[config.mk]
export PLATFORM = sky130hd
export DESIGN_NAME = twiddled_texel_dither_pack_core
export DESIGN_NICKNAME = d
export VERILOG_FILES = /design/src/sv/tdp_pkg.sv /design/src/sv/tdp_front.sv /design/src/sv/tdp_queue.sv /design/src/sv/tdp_back.sv /design/src/sv/twiddled_texel_dither_pack_core.sv
export SDC_FILE = /design/constraint.sdc
export NUM_CORES = 1
export LEC_CHECK = 0
export BUFFER_PORTS_ARGS = -buffer_cell sky130_fd_sc_hd__buf_2
export CAP_MARGIN = 20
export CELL_PAD_IN_SITES_DETAIL_PLACEMENT = 1
export CELL_PAD_IN_SITES_GLOBAL_PLACEMENT = 2
export CORE_UTILIZATION = 25
export CTS_CLUSTER_SIZE = 24
export DETAILED_ROUTE_END_ITERATION = 10
export GPL_TIMING_DRIVEN = 1
export PLACE_DENSITY_LB_ADDON = 0.1
export REMOVE_ABC_BUFFERS = 1
export SLEW_MARGIN = 20
export SYNTH_ARGS = -nofsm -noshare
export SYNTH_HDL_FRONTEND = slang
export SYNTH_SLANG_ARGS = --single-unit
[constraint.sdc]
create_clock -name aclk -period 4.94 [get_ports aclk]
set_input_delay 0.494 -clock aclk [delete_from_list [all_inputs] [get_ports aclk]]
set_output_delay 0.494 -clock aclk [all_outputs]
set_load 0.05 [all_outputs]
[src/sv/tdp_pkg.sv]
`default_nettype none
package tdp_pkg;

    typedef enum logic [1:0] {
        FMT_565  = 2'd0,
        FMT_1555 = 2'd1,
        FMT_4444 = 2'd2
    } fmt_t;

    localparam int unsigned CHAN_W    = 8;
    localparam int unsigned CARRY_W   = 5;
    localparam int unsigned MASK_W    = 4;
    localparam int unsigned TEXEL_W   = 16;
    localparam int unsigned ADDR_W    = 20;
    localparam int unsigned MODE_W    = 2;
    localparam int unsigned QUEUE_DEPTH = 2;
    localparam int unsigned QUEUE_PTR_W = $clog2(QUEUE_DEPTH);
    localparam int unsigned QUEUE_CNT_W = $clog2(QUEUE_DEPTH + 1);

    localparam logic              MODE_REG_IDX = 1'b0;
    localparam logic [CHAN_W-1:0] CHAN_MAX   = 8'hff;
    localparam logic [MASK_W-1:0] MASK_DROP2 = 4'h3;
    localparam logic [MASK_W-1:0] MASK_DROP3 = 4'h7;
    localparam logic [MASK_W-1:0] MASK_DROP4 = 4'hf;
    localparam logic [CHAN_W-1:0] PUNCH_MIN  = 8'd2;

    typedef struct packed {
        logic                start;
        fmt_t                fmt;
        logic [CHAN_W-1:0]   alpha;
        logic [CHAN_W-1:0]   red;
        logic [CHAN_W-1:0]   green;
        logic [CHAN_W-1:0]   blue;
        logic [MASK_W-1:0]   red_mask;
        logic [MASK_W-1:0]   green_mask;
        logic [MASK_W-1:0]   blue_mask;
        logic [ADDR_W-1:0]   addr;
    } word_t;

    function automatic logic [CHAN_W-1:0] dither_sum(
        input logic [CHAN_W-1:0]  chan,
        input logic [CARRY_W-1:0] carry
    );
        logic [CHAN_W:0] sum;
        sum = {1'b0, chan} + {{(CHAN_W+1-CARRY_W){1'b0}}, carry};
        return sum[CHAN_W] ? CHAN_MAX : sum[CHAN_W-1:0];
    endfunction

    function automatic logic [CARRY_W-1:0] carry_update(
        input logic [CARRY_W-1:0] carry,
        input logic [CHAN_W-1:0]  sat,
        input logic [MASK_W-1:0]  mask
    );
        logic [MASK_W-1:0] old_low;
        logic [MASK_W-1:0] new_low;
        old_low = carry[MASK_W-1:0] & mask;
        new_low = sat[MASK_W-1:0] & mask;
        return {1'b0, old_low} + {1'b0, new_low};
    endfunction

    function automatic logic [TEXEL_W-1:0] pack_texel(
        input fmt_t              fmt,
        input logic [CHAN_W-1:0] a,
        input logic [CHAN_W-1:0] r,
        input logic [CHAN_W-1:0] g,
        input logic [CHAN_W-1:0] b
    );
        logic [TEXEL_W-1:0] t;
        unique case (fmt)
            FMT_1555: t = {(a >= PUNCH_MIN), r[7:3], g[7:3], b[7:3]};
            FMT_4444: t = {a[7:4], r[7:4], g[7:4], b[7:4]};
            default:  t = {r[7:3], g[7:2], b[7:3]};
        endcase
        return t;
    endfunction

endpackage
`default_nettype wire

[src/sv/tdp_front.sv]
`default_nettype none
module tdp_front
    import tdp_pkg::*;
#(
    parameter int unsigned COORD_BITS = 10
) (
    input  wire logic                  aclk,
    input  wire logic                  aresetn,
    input  wire logic [MODE_W-1:0]     pack_mode,
    input  wire logic                  in_valid,
    output logic                       in_ready,
    input  wire logic                  start_of_image,
    input  wire logic [CHAN_W-1:0]     alpha_in,
    input  wire logic [CHAN_W-1:0]     red_in,
    input  wire logic [CHAN_W-1:0]     green_in,
    input  wire logic [CHAN_W-1:0]     blue_in,
    input  wire logic [COORD_BITS-1:0] column,
    input  wire logic [COORD_BITS-1:0] row,
    output logic                       out_valid,
    input  wire logic                  out_ready,
    output word_t                      out_word
);

    logic  valid_reg;
    logic  valid_next;
    word_t word_reg;
    word_t word_next;
    logic  [ADDR_W-1:0] addr;
    fmt_t  fmt;

    always_comb begin
        addr = '0;
        for (int k = 0; k < COORD_BITS; k++) begin
            addr[2*k]     = row[k];
            addr[2*k + 1] = column[k];
        end
    end

    always_comb begin
        unique case (pack_mode)
            FMT_1555: fmt = FMT_1555;
            FMT_4444: fmt = FMT_4444;
            default:  fmt = FMT_565;
        endcase
    end

    always_comb begin
        word_next.start = start_of_image;
        word_next.fmt   = fmt;
        word_next.alpha = alpha_in;
        word_next.red   = red_in;
        word_next.green = green_in;
        word_next.blue  = blue_in;
        word_next.addr  = addr;
        unique case (fmt)
            FMT_1555: begin
                word_next.red_mask   = MASK_DROP3;
                word_next.green_mask = MASK_DROP3;
                word_next.blue_mask  = MASK_DROP3;
            end
            FMT_4444: begin
                word_next.red_mask   = MASK_DROP4;
                word_next.green_mask = MASK_DROP4;
                word_next.blue_mask  = MASK_DROP4;
            end
            default: begin
                word_next.red_mask   = MASK_DROP3;
                word_next.green_mask = MASK_DROP2;
                word_next.blue_mask  = MASK_DROP3;
            end
        endcase
    end

    assign in_ready  = !valid_reg || out_ready;
    assign out_valid = valid_reg;
    assign out_word  = word_reg;

    always_comb begin
        valid_next = valid_reg;
        if (in_ready) begin
            valid_next = in_valid;
        end
    end

    always_ff @(posedge aclk) begin
        if (!aresetn) begin
            valid_reg <= 1'b0;
        end else begin
            valid_reg <= valid_next;
        end
    end

    always_ff @(posedge aclk) begin
        if (in_valid && in_ready) begin
            word_reg <= word_next;
        end
    end

endmodule
`default_nettype wire

[src/sv/tdp_queue.sv]
`default_nettype none
module tdp_queue
    import tdp_pkg::*;
(
    input  wire logic aclk,
    input  wire logic aresetn,
    input  wire logic in_valid,
    output logic      in_ready,
    input  word_t     in_word,
    output logic      out_valid,
    input  wire logic out_ready,
    output word_t     out_word
);

    word_t                  mem [QUEUE_DEPTH];
    logic [QUEUE_PTR_W-1:0] wr_ptr_reg;
    logic [QUEUE_PTR_W-1:0] wr_ptr_next;
    logic [QUEUE_PTR_W-1:0] rd_ptr_reg;
    logic [QUEUE_PTR_W-1:0] rd_ptr_next;
    logic [QUEUE_CNT_W-1:0] count_reg;
    logic [QUEUE_CNT_W-1:0] count_next;
    logic                   push;
    logic                   pop;

    localparam logic [QUEUE_CNT_W-1:0] FULL_CNT = QUEUE_CNT_W'(QUEUE_DEPTH);
    localparam logic [QUEUE_PTR_W-1:0] LAST_PTR = QUEUE_PTR_W'(QUEUE_DEPTH - 1);

    assign in_ready  = (count_reg != FULL_CNT);
    assign out_valid = (count_reg != '0);
    assign out_word  = mem[rd_ptr_reg];
    assign push      = in_valid && in_ready;
    assign pop       = out_valid && out_ready;

    always_comb begin
        wr_ptr_next = wr_ptr_reg;
        rd_ptr_next = rd_ptr_reg;
        count_next  = count_reg;
        if (push) begin
            wr_ptr_next = (wr_ptr_reg == LAST_PTR) ? '0 : wr_ptr_reg + 1'b1;
        end
        if (pop) begin
            rd_ptr_next = (rd_ptr_reg == LAST_PTR) ? '0 : rd_ptr_reg + 1'b1;
        end
        if (push && !pop) begin
            count_next = count_reg + 1'b1;
        end else if (pop && !push) begin
            count_next = count_reg - 1'b1;
        end
    end

    always_ff @(posedge aclk) begin
        if (!aresetn) begin
            wr_ptr_reg <= '0;
            rd_ptr_reg <= '0;
            count_reg  <= '0;
        end else begin
            wr_ptr_reg <= wr_ptr_next;
            rd_ptr_reg <= rd_ptr_next;
            count_reg  <= count_next;
        end
    end

    always_ff @(posedge aclk) begin
        if (push) begin
            mem[wr_ptr_reg] <= in_word;
        end
    end

    a_count_bound: assert property (@(posedge aclk) disable iff (!aresetn)
        count_reg <= FULL_CNT)
        else $error("queue count above depth");

    a_count_up: assert property (@(posedge aclk) disable iff (!aresetn)
        (push && !pop) |=> count_reg == $past(count_reg) + 1'b1)
        else $error("queue count did not advance on push");

    a_count_down: assert property (@(posedge aclk) disable iff (!aresetn)
        (pop && !push) |=> count_reg == $past(count_reg) - 1'b1)
        else $error("queue count did not drop on pop");

    a_ptr_gap: assert property (@(posedge aclk) disable iff (!aresetn)
        (count_reg == '0) |-> (wr_ptr_reg == rd_ptr_reg))
        else $error("empty queue with pointers apart");

endmodule
`default_nettype wire

[src/sv/tdp_back.sv]
`default_nettype none
module tdp_back
    import tdp_pkg::*;
(
    input  wire logic               aclk,
    input  wire logic               aresetn,
    input  wire logic               in_valid,
    output logic                    in_ready,
    input  word_t                   in_word,
    output logic                    out_valid,
    input  wire logic               out_ready,
    output logic [TEXEL_W-1:0]      out_texel,
    output logic [ADDR_W-1:0]       out_addr
);

    logic [CARRY_W-1:0]  r_carry_reg;
    logic [CARRY_W-1:0]  r_carry_next;
    logic [CARRY_W-1:0]  g_carry_reg;
    logic [CARRY_W-1:0]  g_carry_next;
    logic [CARRY_W-1:0]  b_carry_reg;
    logic [CARRY_W-1:0]  b_carry_next;
    logic [CARRY_W-1:0]  r_carry;
    logic [CARRY_W-1:0]  g_carry;
    logic [CARRY_W-1:0]  b_carry;
    logic [CHAN_W-1:0]   r_sat;
    logic [CHAN_W-1:0]   g_sat;
    logic [CHAN_W-1:0]   b_sat;
    logic                valid_reg;
    logic                valid_next;
    logic [TEXEL_W-1:0]  texel_reg;
    logic [TEXEL_W-1:0]  texel_next;
    logic [ADDR_W-1:0]   addr_reg;
    logic                fire;

    assign in_ready = !valid_reg || out_ready;
    assign fire     = in_valid && in_ready;

    always_comb begin
        r_carry = in_word.start ? '0 : r_carry_reg;
        g_carry = in_word.start ? '0 : g_carry_reg;
        b_carry = in_word.start ? '0 : b_carry_reg;
        r_sat   = dither_sum(in_word.red, r_carry);
        g_sat   = dither_sum(in_word.green, g_carry);
        b_sat   = dither_sum(in_word.blue, b_carry);
        r_carry_next = carry_update(r_carry, r_sat, in_word.red_mask);
        g_carry_next = carry_update(g_carry, g_sat, in_word.green_mask);
        b_carry_next = carry_update(b_carry, b_sat, in_word.blue_mask);
        texel_next   = pack_texel(in_word.fmt, in_word.alpha, r_sat, g_sat, b_sat);
    end

    always_comb begin
        valid_next = valid_reg;
        if (in_ready) begin
            valid_next = in_valid;
        end
    end

    always_ff @(posedge aclk) begin
        if (!aresetn) begin
            valid_reg     <= 1'b0;
            r_carry_reg   <= '0;
            g_carry_reg   <= '0;
            b_carry_reg   <= '0;
        end else begin
            valid_reg     <= valid_next;
            if (fire) begin
                r_carry_reg <= r_carry_next;
                g_carry_reg <= g_carry_next;
                b_carry_reg <= b_carry_next;
            end
        end
    end

    always_ff @(posedge aclk) begin
        if (fire) begin
            texel_reg <= texel_next;
            addr_reg  <= in_word.addr;
        end
    end

    assign out_valid = valid_reg;
    assign out_texel = texel_reg;
    assign out_addr  = addr_reg;

    a_hold_stalled: assert property (@(posedge aclk) disable iff (!aresetn)
        (valid_reg && !out_ready) |=> valid_reg && $stable(texel_reg) && $stable(addr_reg))
        else $error("result changed while stalled");

    a_carry_still: assert property (@(posedge aclk) disable iff (!aresetn)
        !fire |=> $stable(r_carry_reg) && $stable(g_carry_reg) && $stable(b_carry_reg))
        else $error("carry moved without a word");

    a_carry_range: assert property (@(posedge aclk) disable iff (!aresetn)
        (r_carry_reg <= 5'd30) && (g_carry_reg <= 5'd30) && (b_carry_reg <= 5'd30))
        else $error("carry out of range");

endmodule
`default_nettype wire

[src/sv/twiddled_texel_dither_pack_core.sv]
// A word goes via front register, two-entry queue and output register to m_valid.
// Throughput: one word per cycle while m_ready stays high.
// The back stage's carry add, saturate and mask are combinational before its register.
// Reset: aresetn synchronous, active low; clears valids, queue, carries, pack_mode.
// No clearing pass after reset; the block takes words on the first cycle out of reset.
`default_nettype none
module twiddled_texel_dither_pack_core
    import tdp_pkg::*;
#(
    parameter int unsigned COORD_BITS = 10
) (
    input  wire logic                  aclk,
    input  wire logic                  aresetn,
    input  wire logic                  psel,
    input  wire logic                  penable,
    input  wire logic                  pwrite,
    input  wire logic [2:0]            paddr,
    input  wire logic [31:0]           pwdata,
    output logic      [31:0]           prdata,
    output logic                       pready,
    input  wire logic                  s_valid,
    output logic                       s_ready,
    input  wire logic                  s_start_of_image,
    input  wire logic [CHAN_W-1:0]     s_alpha_in,
    input  wire logic [CHAN_W-1:0]     s_red_in,
    input  wire logic [CHAN_W-1:0]     s_green_in,
    input  wire logic [CHAN_W-1:0]     s_blue_in,
    input  wire logic [COORD_BITS-1:0] s_column,
    input  wire logic [COORD_BITS-1:0] s_row,
    output logic                       m_valid,
    input  wire logic                  m_ready,
    output logic [TEXEL_W-1:0]         m_texel,
    output logic [ADDR_W-1:0]          m_twiddle_address
);

    logic [MODE_W-1:0] pack_mode_reg;
    logic [MODE_W-1:0] pack_mode_next;
    logic              cfg_write;
    logic              front_valid;
    logic              front_ready;
    word_t             front_word;
    logic              queue_valid;
    logic              queue_ready;
    word_t             queue_word;

    assign pready    = 1'b1;
    assign cfg_write = psel && penable && pwrite && pready;
    assign prdata    = (paddr[2] == MODE_REG_IDX) ? {{(32-MODE_W){1'b0}}, pack_mode_reg} : '0;

    always_comb begin
        pack_mode_next = pack_mode_reg;
        if (cfg_write && (paddr[2] == MODE_REG_IDX)) begin
            pack_mode_next = pwdata[MODE_W-1:0];
        end
    end

    always_ff @(posedge aclk) begin
        if (!aresetn) begin
            pack_mode_reg <= '0;
        end else begin
            pack_mode_reg <= pack_mode_next;
        end
    end

    tdp_front #(
        .COORD_BITS(COORD_BITS)
    ) u_front (
        .aclk           (aclk),
        .aresetn        (aresetn),
        .pack_mode      (pack_mode_reg),
        .in_valid       (s_valid),
        .in_ready       (s_ready),
        .start_of_image (s_start_of_image),
        .alpha_in       (s_alpha_in),
        .red_in         (s_red_in),
        .green_in       (s_green_in),
        .blue_in        (s_blue_in),
        .column         (s_column),
        .row            (s_row),
        .out_valid      (front_valid),
        .out_ready      (front_ready),
        .out_word       (front_word)
    );

    tdp_queue u_queue (
        .aclk      (aclk),
        .aresetn   (aresetn),
        .in_valid  (front_valid),
        .in_ready  (front_ready),
        .in_word   (front_word),
        .out_valid (queue_valid),
        .out_ready (queue_ready),
        .out_word  (queue_word)
    );

    tdp_back u_back (
        .aclk      (aclk),
        .aresetn   (aresetn),
        .in_valid  (queue_valid),
        .in_ready  (queue_ready),
        .in_word   (queue_word),
        .out_valid (m_valid),
        .out_ready (m_ready),
        .out_texel (m_texel),
        .out_addr  (m_twiddle_address)
    );

endmodule
`default_nettype wire
==> flow_summary.toml, run 1 <==
[run_status]
status = "finished, final reports clean"

[timing]
rsz0062_at_grt = "false"
clock_skew_ns = 0.02648
finalMaxSlewViolations = 0
finalSetupViolCount = 0
setup_tns_ns = 0
worst_slack_ns = 1.120
whs_ns = 0.09984
period_needed_ns = 3.820
maxSlewHeadroom_pct = 43.64
post-route-period-util_pct = 77.33
final-hold-violation-count = 0
worstMarginPinSlew_ns = 0.8455
max_freq_ghz = 0.2618

[floorplan]
start_util_pct = 25.55
io-pin-count = 166
core_area_um2 = 37930
dieHeight_um = 198.9
num_rows = 71
die-width_um = 198.9
dieArea_um2 = 39550

[cts]
clk_latency_ns = 0.56
clk_pin_slew_ns = 0.06
cts_tree = "yes"
post_cts_buffers = 0
clkSinkCount = 225
htree_levels = 1
root_buffer = "clkbuf_16"
cts_resized = 0
cts_buffers = 26
postCtsHoldBufs = 0
cts_buffer_depth = 3

[finish]
layout_common_cells = "201 x edfxtp_1, 101 x buf_2, 40 x mux2_2"
largest_reg_flops = 110
synthToLayoutAreaGrowth_pct = 19.32
top_register = "u_queue.mem"
layout_commonest_cell = "edfxtp_1"
fin_nets = 909
fin_util_pct = 30.48
drive_above_1_share_pct = 27.55
antenna_cells = 0

[setup_path]
cp-start-kind = "flop"
cp_top_family = "simple AND/OR/NAND/NOR gates"
cpMaxStageDelayCell = "dfxtp_4"
critPathBufInv = 1
cp.arrival_ns = 4.26
path_max_fanout = 16
crit_chain = "mux2i_1, buf_4, and2_1, ha_1, fa_1, a21oi_1, o21ai_1, nor2_1, nor3_2, or2_2, ha_1, a21o_1, a21oi_1, xor2_1, o21ai_0, and2_1"
max_stage_delay_ns = 0.52
worstSetupPathType = "reg2reg"
cp-end-kind = "flop"
worst_ep_required_time_ns = 5.38

[route]
vias = 5474
wl_per_cell_um = 16.55
ant_nets = 0
firstDrtPassIters = 4
drc_errors = 0
routed_wirelength_um = 21620
vias_per_cell = 4.191
drt-initial-drc-count = 186

[hold_path]
hp-class = "in2reg"

[placement]
dp_hpwl_um = 14570
pre_cts_slack_ns = 1.083
place_congestion = 0.7139
port_buffers = 101

[synthesis]
syn_inst = 654
synth.distinct_cells = 68
synth_area_leader_cell = "edfxtp_1"
yosys_warnings = 0
avgSynthCellArea_um2 = 14.82
ys.flop_type = "edfxtp_1"
synthTopCellsByArea = "edfxtp_1 62%, dfxtp_1 5.0%, mux2_2 4.6%"
yosys_register_bits = 225
syn_area_um2 = 9691
ys_async_sr_fraction_pct = 0
seq_area_frac_synth_pct = 67.24
yosys.area.top_type_share_pct = 62.29
synth-edff-count = 201

[global_route]
grt_usage_pct = 11.13
grt_overflow = 0
antenna_found_initial = 2
grt_first_pass_wirelength_um = 33760
grt_pass1_vias = 6112
grt_max_degree = 57

[pwr]
p_leak_nw = 4.323
power.density_nw_per_um2 = 589.9
total_power_mw = 6.820
ir_worst_vdd_v = 0.0002755

[flow_run]
cap_violations = 0
layer usage:
metal	vias up	track usage (%)	share of wire, %
met2	113	18.96	48
met5	-	0	0.12
li1	2602	-	-
met4	4	3.447	2.6
met1	2705	13.78	45
met3	50	2.747	4.4
path summary, 6_finish.rpt:
| path | start | endpoint | slack, ns | cells after the start |
|---|---|---|---|---|
| worst min register to register | u_front.out_word[48] | u_queue.mem[1][48] | 0.44 | 0 |
| worst max register to register | flop | u_back.b_carry_reg[3] | 1.12 | 16 |
| worst max-delay path | flop | u_back.b_carry_reg[3] | 1.12 | 16 |
| worst min-delay path | s_column[4] | u_front.out_word[9] | 0.1 | 1 |
synthesized netlist by cell type, types with 3 or more instances:
cell type / n
edfxtp_1: 201
mux2_2: 40
nand2_1: 36
ha_1: 32
buf_4: 31
nor2_1: 29
and2_1: 26
dfxtp_1: 24
inv_1: 23
a21oi_1: 22
o21ai_0: 21
mux2i_1: 12
nor2b_1: 12
a21boi_0: 8
nand2b_1: 8
xor2_1: 8
clkbuf_1: 7
xnor2_1: 7
buf_2: 6
fa_1: 6
nand3_1: 6
o21ai_1: 6
nor3_1: 5
or2_2: 5
a21o_1: 4
a221oi_1: 4
o21bai_1: 4
o22ai_1: 4
buf_6: 3
mux2_4: 3
o211a_1: 3
o221ai_1: 3
kinds of logic (layout without fill, tap and decap cells):
group | count (synthesis) | after routing | share of synthesized area, %
AO/OA/AOI/OAI | 102 | 102 | 7.360
adder cells (fa/ha/maj) | 38 | 38 | 5.371
flip-flops | 225 | 225 | 67.24
buffers and inverters | 72 | 184 | 4.299
other | 2 | 31 | 0.07750
multiplexers | 55 | 55 | 6.352
XOR/XNOR | 15 | 15 | 1.356
AND/OR/NAND/NOR | 145 | 145 | 7.941
area by class of cell:
cell class,instances,area [um^2]
clock buffers,28,658.1
inverters,24,90.09
multi-input cells,386,2877
repair buffers,113,595.6
fillers,4055,26370
clock inverters,19,182.7
flip-flops and latches,225,6520
well taps,511,639.4
report_power, final:
group / switching, mW / internal [mW] / leakage [nW]
clock: 0.799 / 1.08 / 0.401
sequential: 0.138 / 2.50 / 2.09
combinational: 1.55 / 0.759 / 1.83
through the flow:
step / std cells / area, um^2
finish: 1306 / 11560
global route: 1306 / 11560
CTS: 1306 / 11560
detailed placement: 1259 / 10720
floorplan: 635 / 9473
global placement: 1259 / 10720
Power figures use the tool's default switching activity.
==> run 2, diff against run 1 <==
==> constraint.sdc (replaced) <==
create_clock -name aclk -period 3.7 [get_ports aclk]
set_input_delay 0.37 -clock aclk [delete_from_list [all_inputs] [get_ports aclk]]
set_output_delay 0.37 -clock aclk [all_outputs]
set_load 0.05 [all_outputs]
==> flow_summary.toml, run 2 (same netlist as run 1, synthesis figures left out) <==
[floorplan]
num_rows = 71
dieHeight_um = 198.9
core_area_um2 = 37930
io-pin-count = 166
dieArea_um2 = 39550
start_util_pct = 25.55
die-width_um = 198.9

[route]
ant_nets = 0
drt-initial-drc-count = 170
vias_per_cell = 4.133
firstDrtPassIters = 4
drc_errors = 0
vias = 5670
wl_per_cell_um = 15.91
routed_wirelength_um = 21830

[setup_path]
critPathBufInv = 1
worst_ep_required_time_ns = 4.15
cp-start-kind = "flop"
cp_top_family = "adder cells"
max_stage_delay_ns = 0.39
cpMaxStageDelayCell = "fa_2"
rr_endpoint = "u_back.g_carry_reg[3]"
path_max_fanout = 16
worstSetupPathType = "reg2reg"
cp-end-kind = "flop"
r2r_cells = 15
cp.arrival_ns = 3.92
r2r_setup_slack_ns = 0.23
crit_chain = "mux2i_1, buf_4, and2_1, ha_1, fa_2, a211oi_4, o21ba_2, nor2_1, or2_2, ha_1, a21o_1, a21oi_1, xor2_1, o21ai_0, and2_1"

[finish]
largest_reg_flops = 110
fin_nets = 975
layout_common_cells = "201 x edfxtp_1, 101 x buf_2, 52 x dlygate4sd3_1"
drive_above_1_share_pct = 27.64
layout_commonest_cell = "edfxtp_1"
antenna_cells = 0
synthToLayoutAreaGrowth_pct = 26.83
top_register = "u_queue.mem"
instances_no_fill = 1372
fillCellCount = 4027

[cts]
root_buffer = "clkbuf_16"
cts_tree = "yes"
clk_latency_ns = 0.55
cts_buffers = 27
cts_buffer_depth = 3
clk_pin_slew_ns = 0.06
htree_levels = 1
clkSinkCount = 225

[timing]
finalSetupViolCount = 0
maxSlewHeadroom_pct = 43.78
whs_ns = 0.07691
post-route-period-util_pct = 93.76
rsz0062_at_grt = "false"
max_freq_ghz = 0.2882
finalMaxSlewViolations = 0
worstMarginPinSlew_ns = 0.8434
final-hold-violation-count = 0
period_needed_ns = 3.469
clock_skew_ns = 0.007680

[hold_path]
min_from = "pwdata[0]"
hold_end = "pack_mode_reg[0]"
hp-class = "in2reg"
hold_depth = 3

[placement]
place_congestion = 0.7392
port_buffers = 101
dp_hpwl_um = 14640
dp.cells = 1271

[pwr]
total_power_mw = 9.463
power.density_nw_per_um2 = 770.0
ir_worst_vdd_v = 0.0003224
p_leak_nw = 4.650

[flow_run]
cap_violations = 0

[global_route]
grt_max_degree = 56
grt_first_pass_wirelength_um = 34250
grt_pass1_vias = 6235
antenna_found_initial = 0
grt_overflow = 0
grt_usage_pct = 11.26

[run_status]
status = "finished, final reports clean"
run 2: cell count changes in the layout (fill, tap and decap cells not counted), sizes merged:
cell	change
buf	+13
clkinvlp	-1
dlygate4sd3	+52
clkinv	-2
clkbuf	+1
bufinv	+3
run 2: worst max path at each step:
| stage | start | depth (start not counted) | end | slack [ns] |
|---|---|---|---|---|
| floorplan | flop | 14 | u_back.g_carry_reg[3] | -1.38 |
| global placement | flop | 15 | u_back.g_carry_reg[3] | 0.16 |
| detailed placement | flop | 15 | u_back.g_carry_reg[3] | 0.12 |
| CTS | flop | 15 | u_back.g_carry_reg[3] | 0.10 |
| global route | flop | 15 | u_back.r_carry_reg[3] | 0.01 |
| finish | flop | 15 | u_back.g_carry_reg[3] | 0.23 |
run 2: final cells by class:
type                       instances  area [um^2]  share of cell area (%)
timing repair buffer             178         1226                   9.977
multi-input combinational        386         2889                   23.51
tap                              511        639.4                   5.202
clock buffer                      29        683.2                   5.558
sequential                       225         6520                   53.05
inverter                          24        90.09                  0.7330
clock inverter                    19        242.7                   1.975
run 2: stage by stage:
stage | area [um^2] | TNS (ns) | worst slack, ns | utilization [%]
floorplan | 9473 | -27.05 | -1.380 | -
global placement | 10820 | 0 | 0.1566 | 28.54
detailed placement | 10820 | 0 | 0.1181 | 28.54
CTS | 12270 | 0 | 0.1037 | 32.35
global route | 12290 | 0 | 0.01278 | 32.40
finish | 12290 | 0 | 0.2307 | 32.40
run 2: where the power goes:
part | internal [mW] | switching (mW)
logic | 1.12 | 2.12
registers | 3.33 | 0.159
clock network | 1.69 | 1.05
run 2: tightest hold or removal path: cells and delay by family:
family                 cells  cell delay [ns]
AND/OR/NAND/NOR            1             0.09
buffers and inverters      1             0.07
multiplexers               1             0.05
run 2: layer usage:
metal  wire, um  track usage (%)  up-vias
met4        506            3.077        0
met5          0                0        -
met1       9812            14.27     2792
met2      10570            19.15      106
li1           -                -     2735
met3        940            2.543       37
run 2: repair_timing:
item | 4_1_cts | 5_1_grt
gates resized for setup | 0 | 4
buffers inserted | 0 | 1
endpoints found under the hold margin | 52 | 0
setup endpoints to repair | 0 | 2
hold buffers | 52 | 0
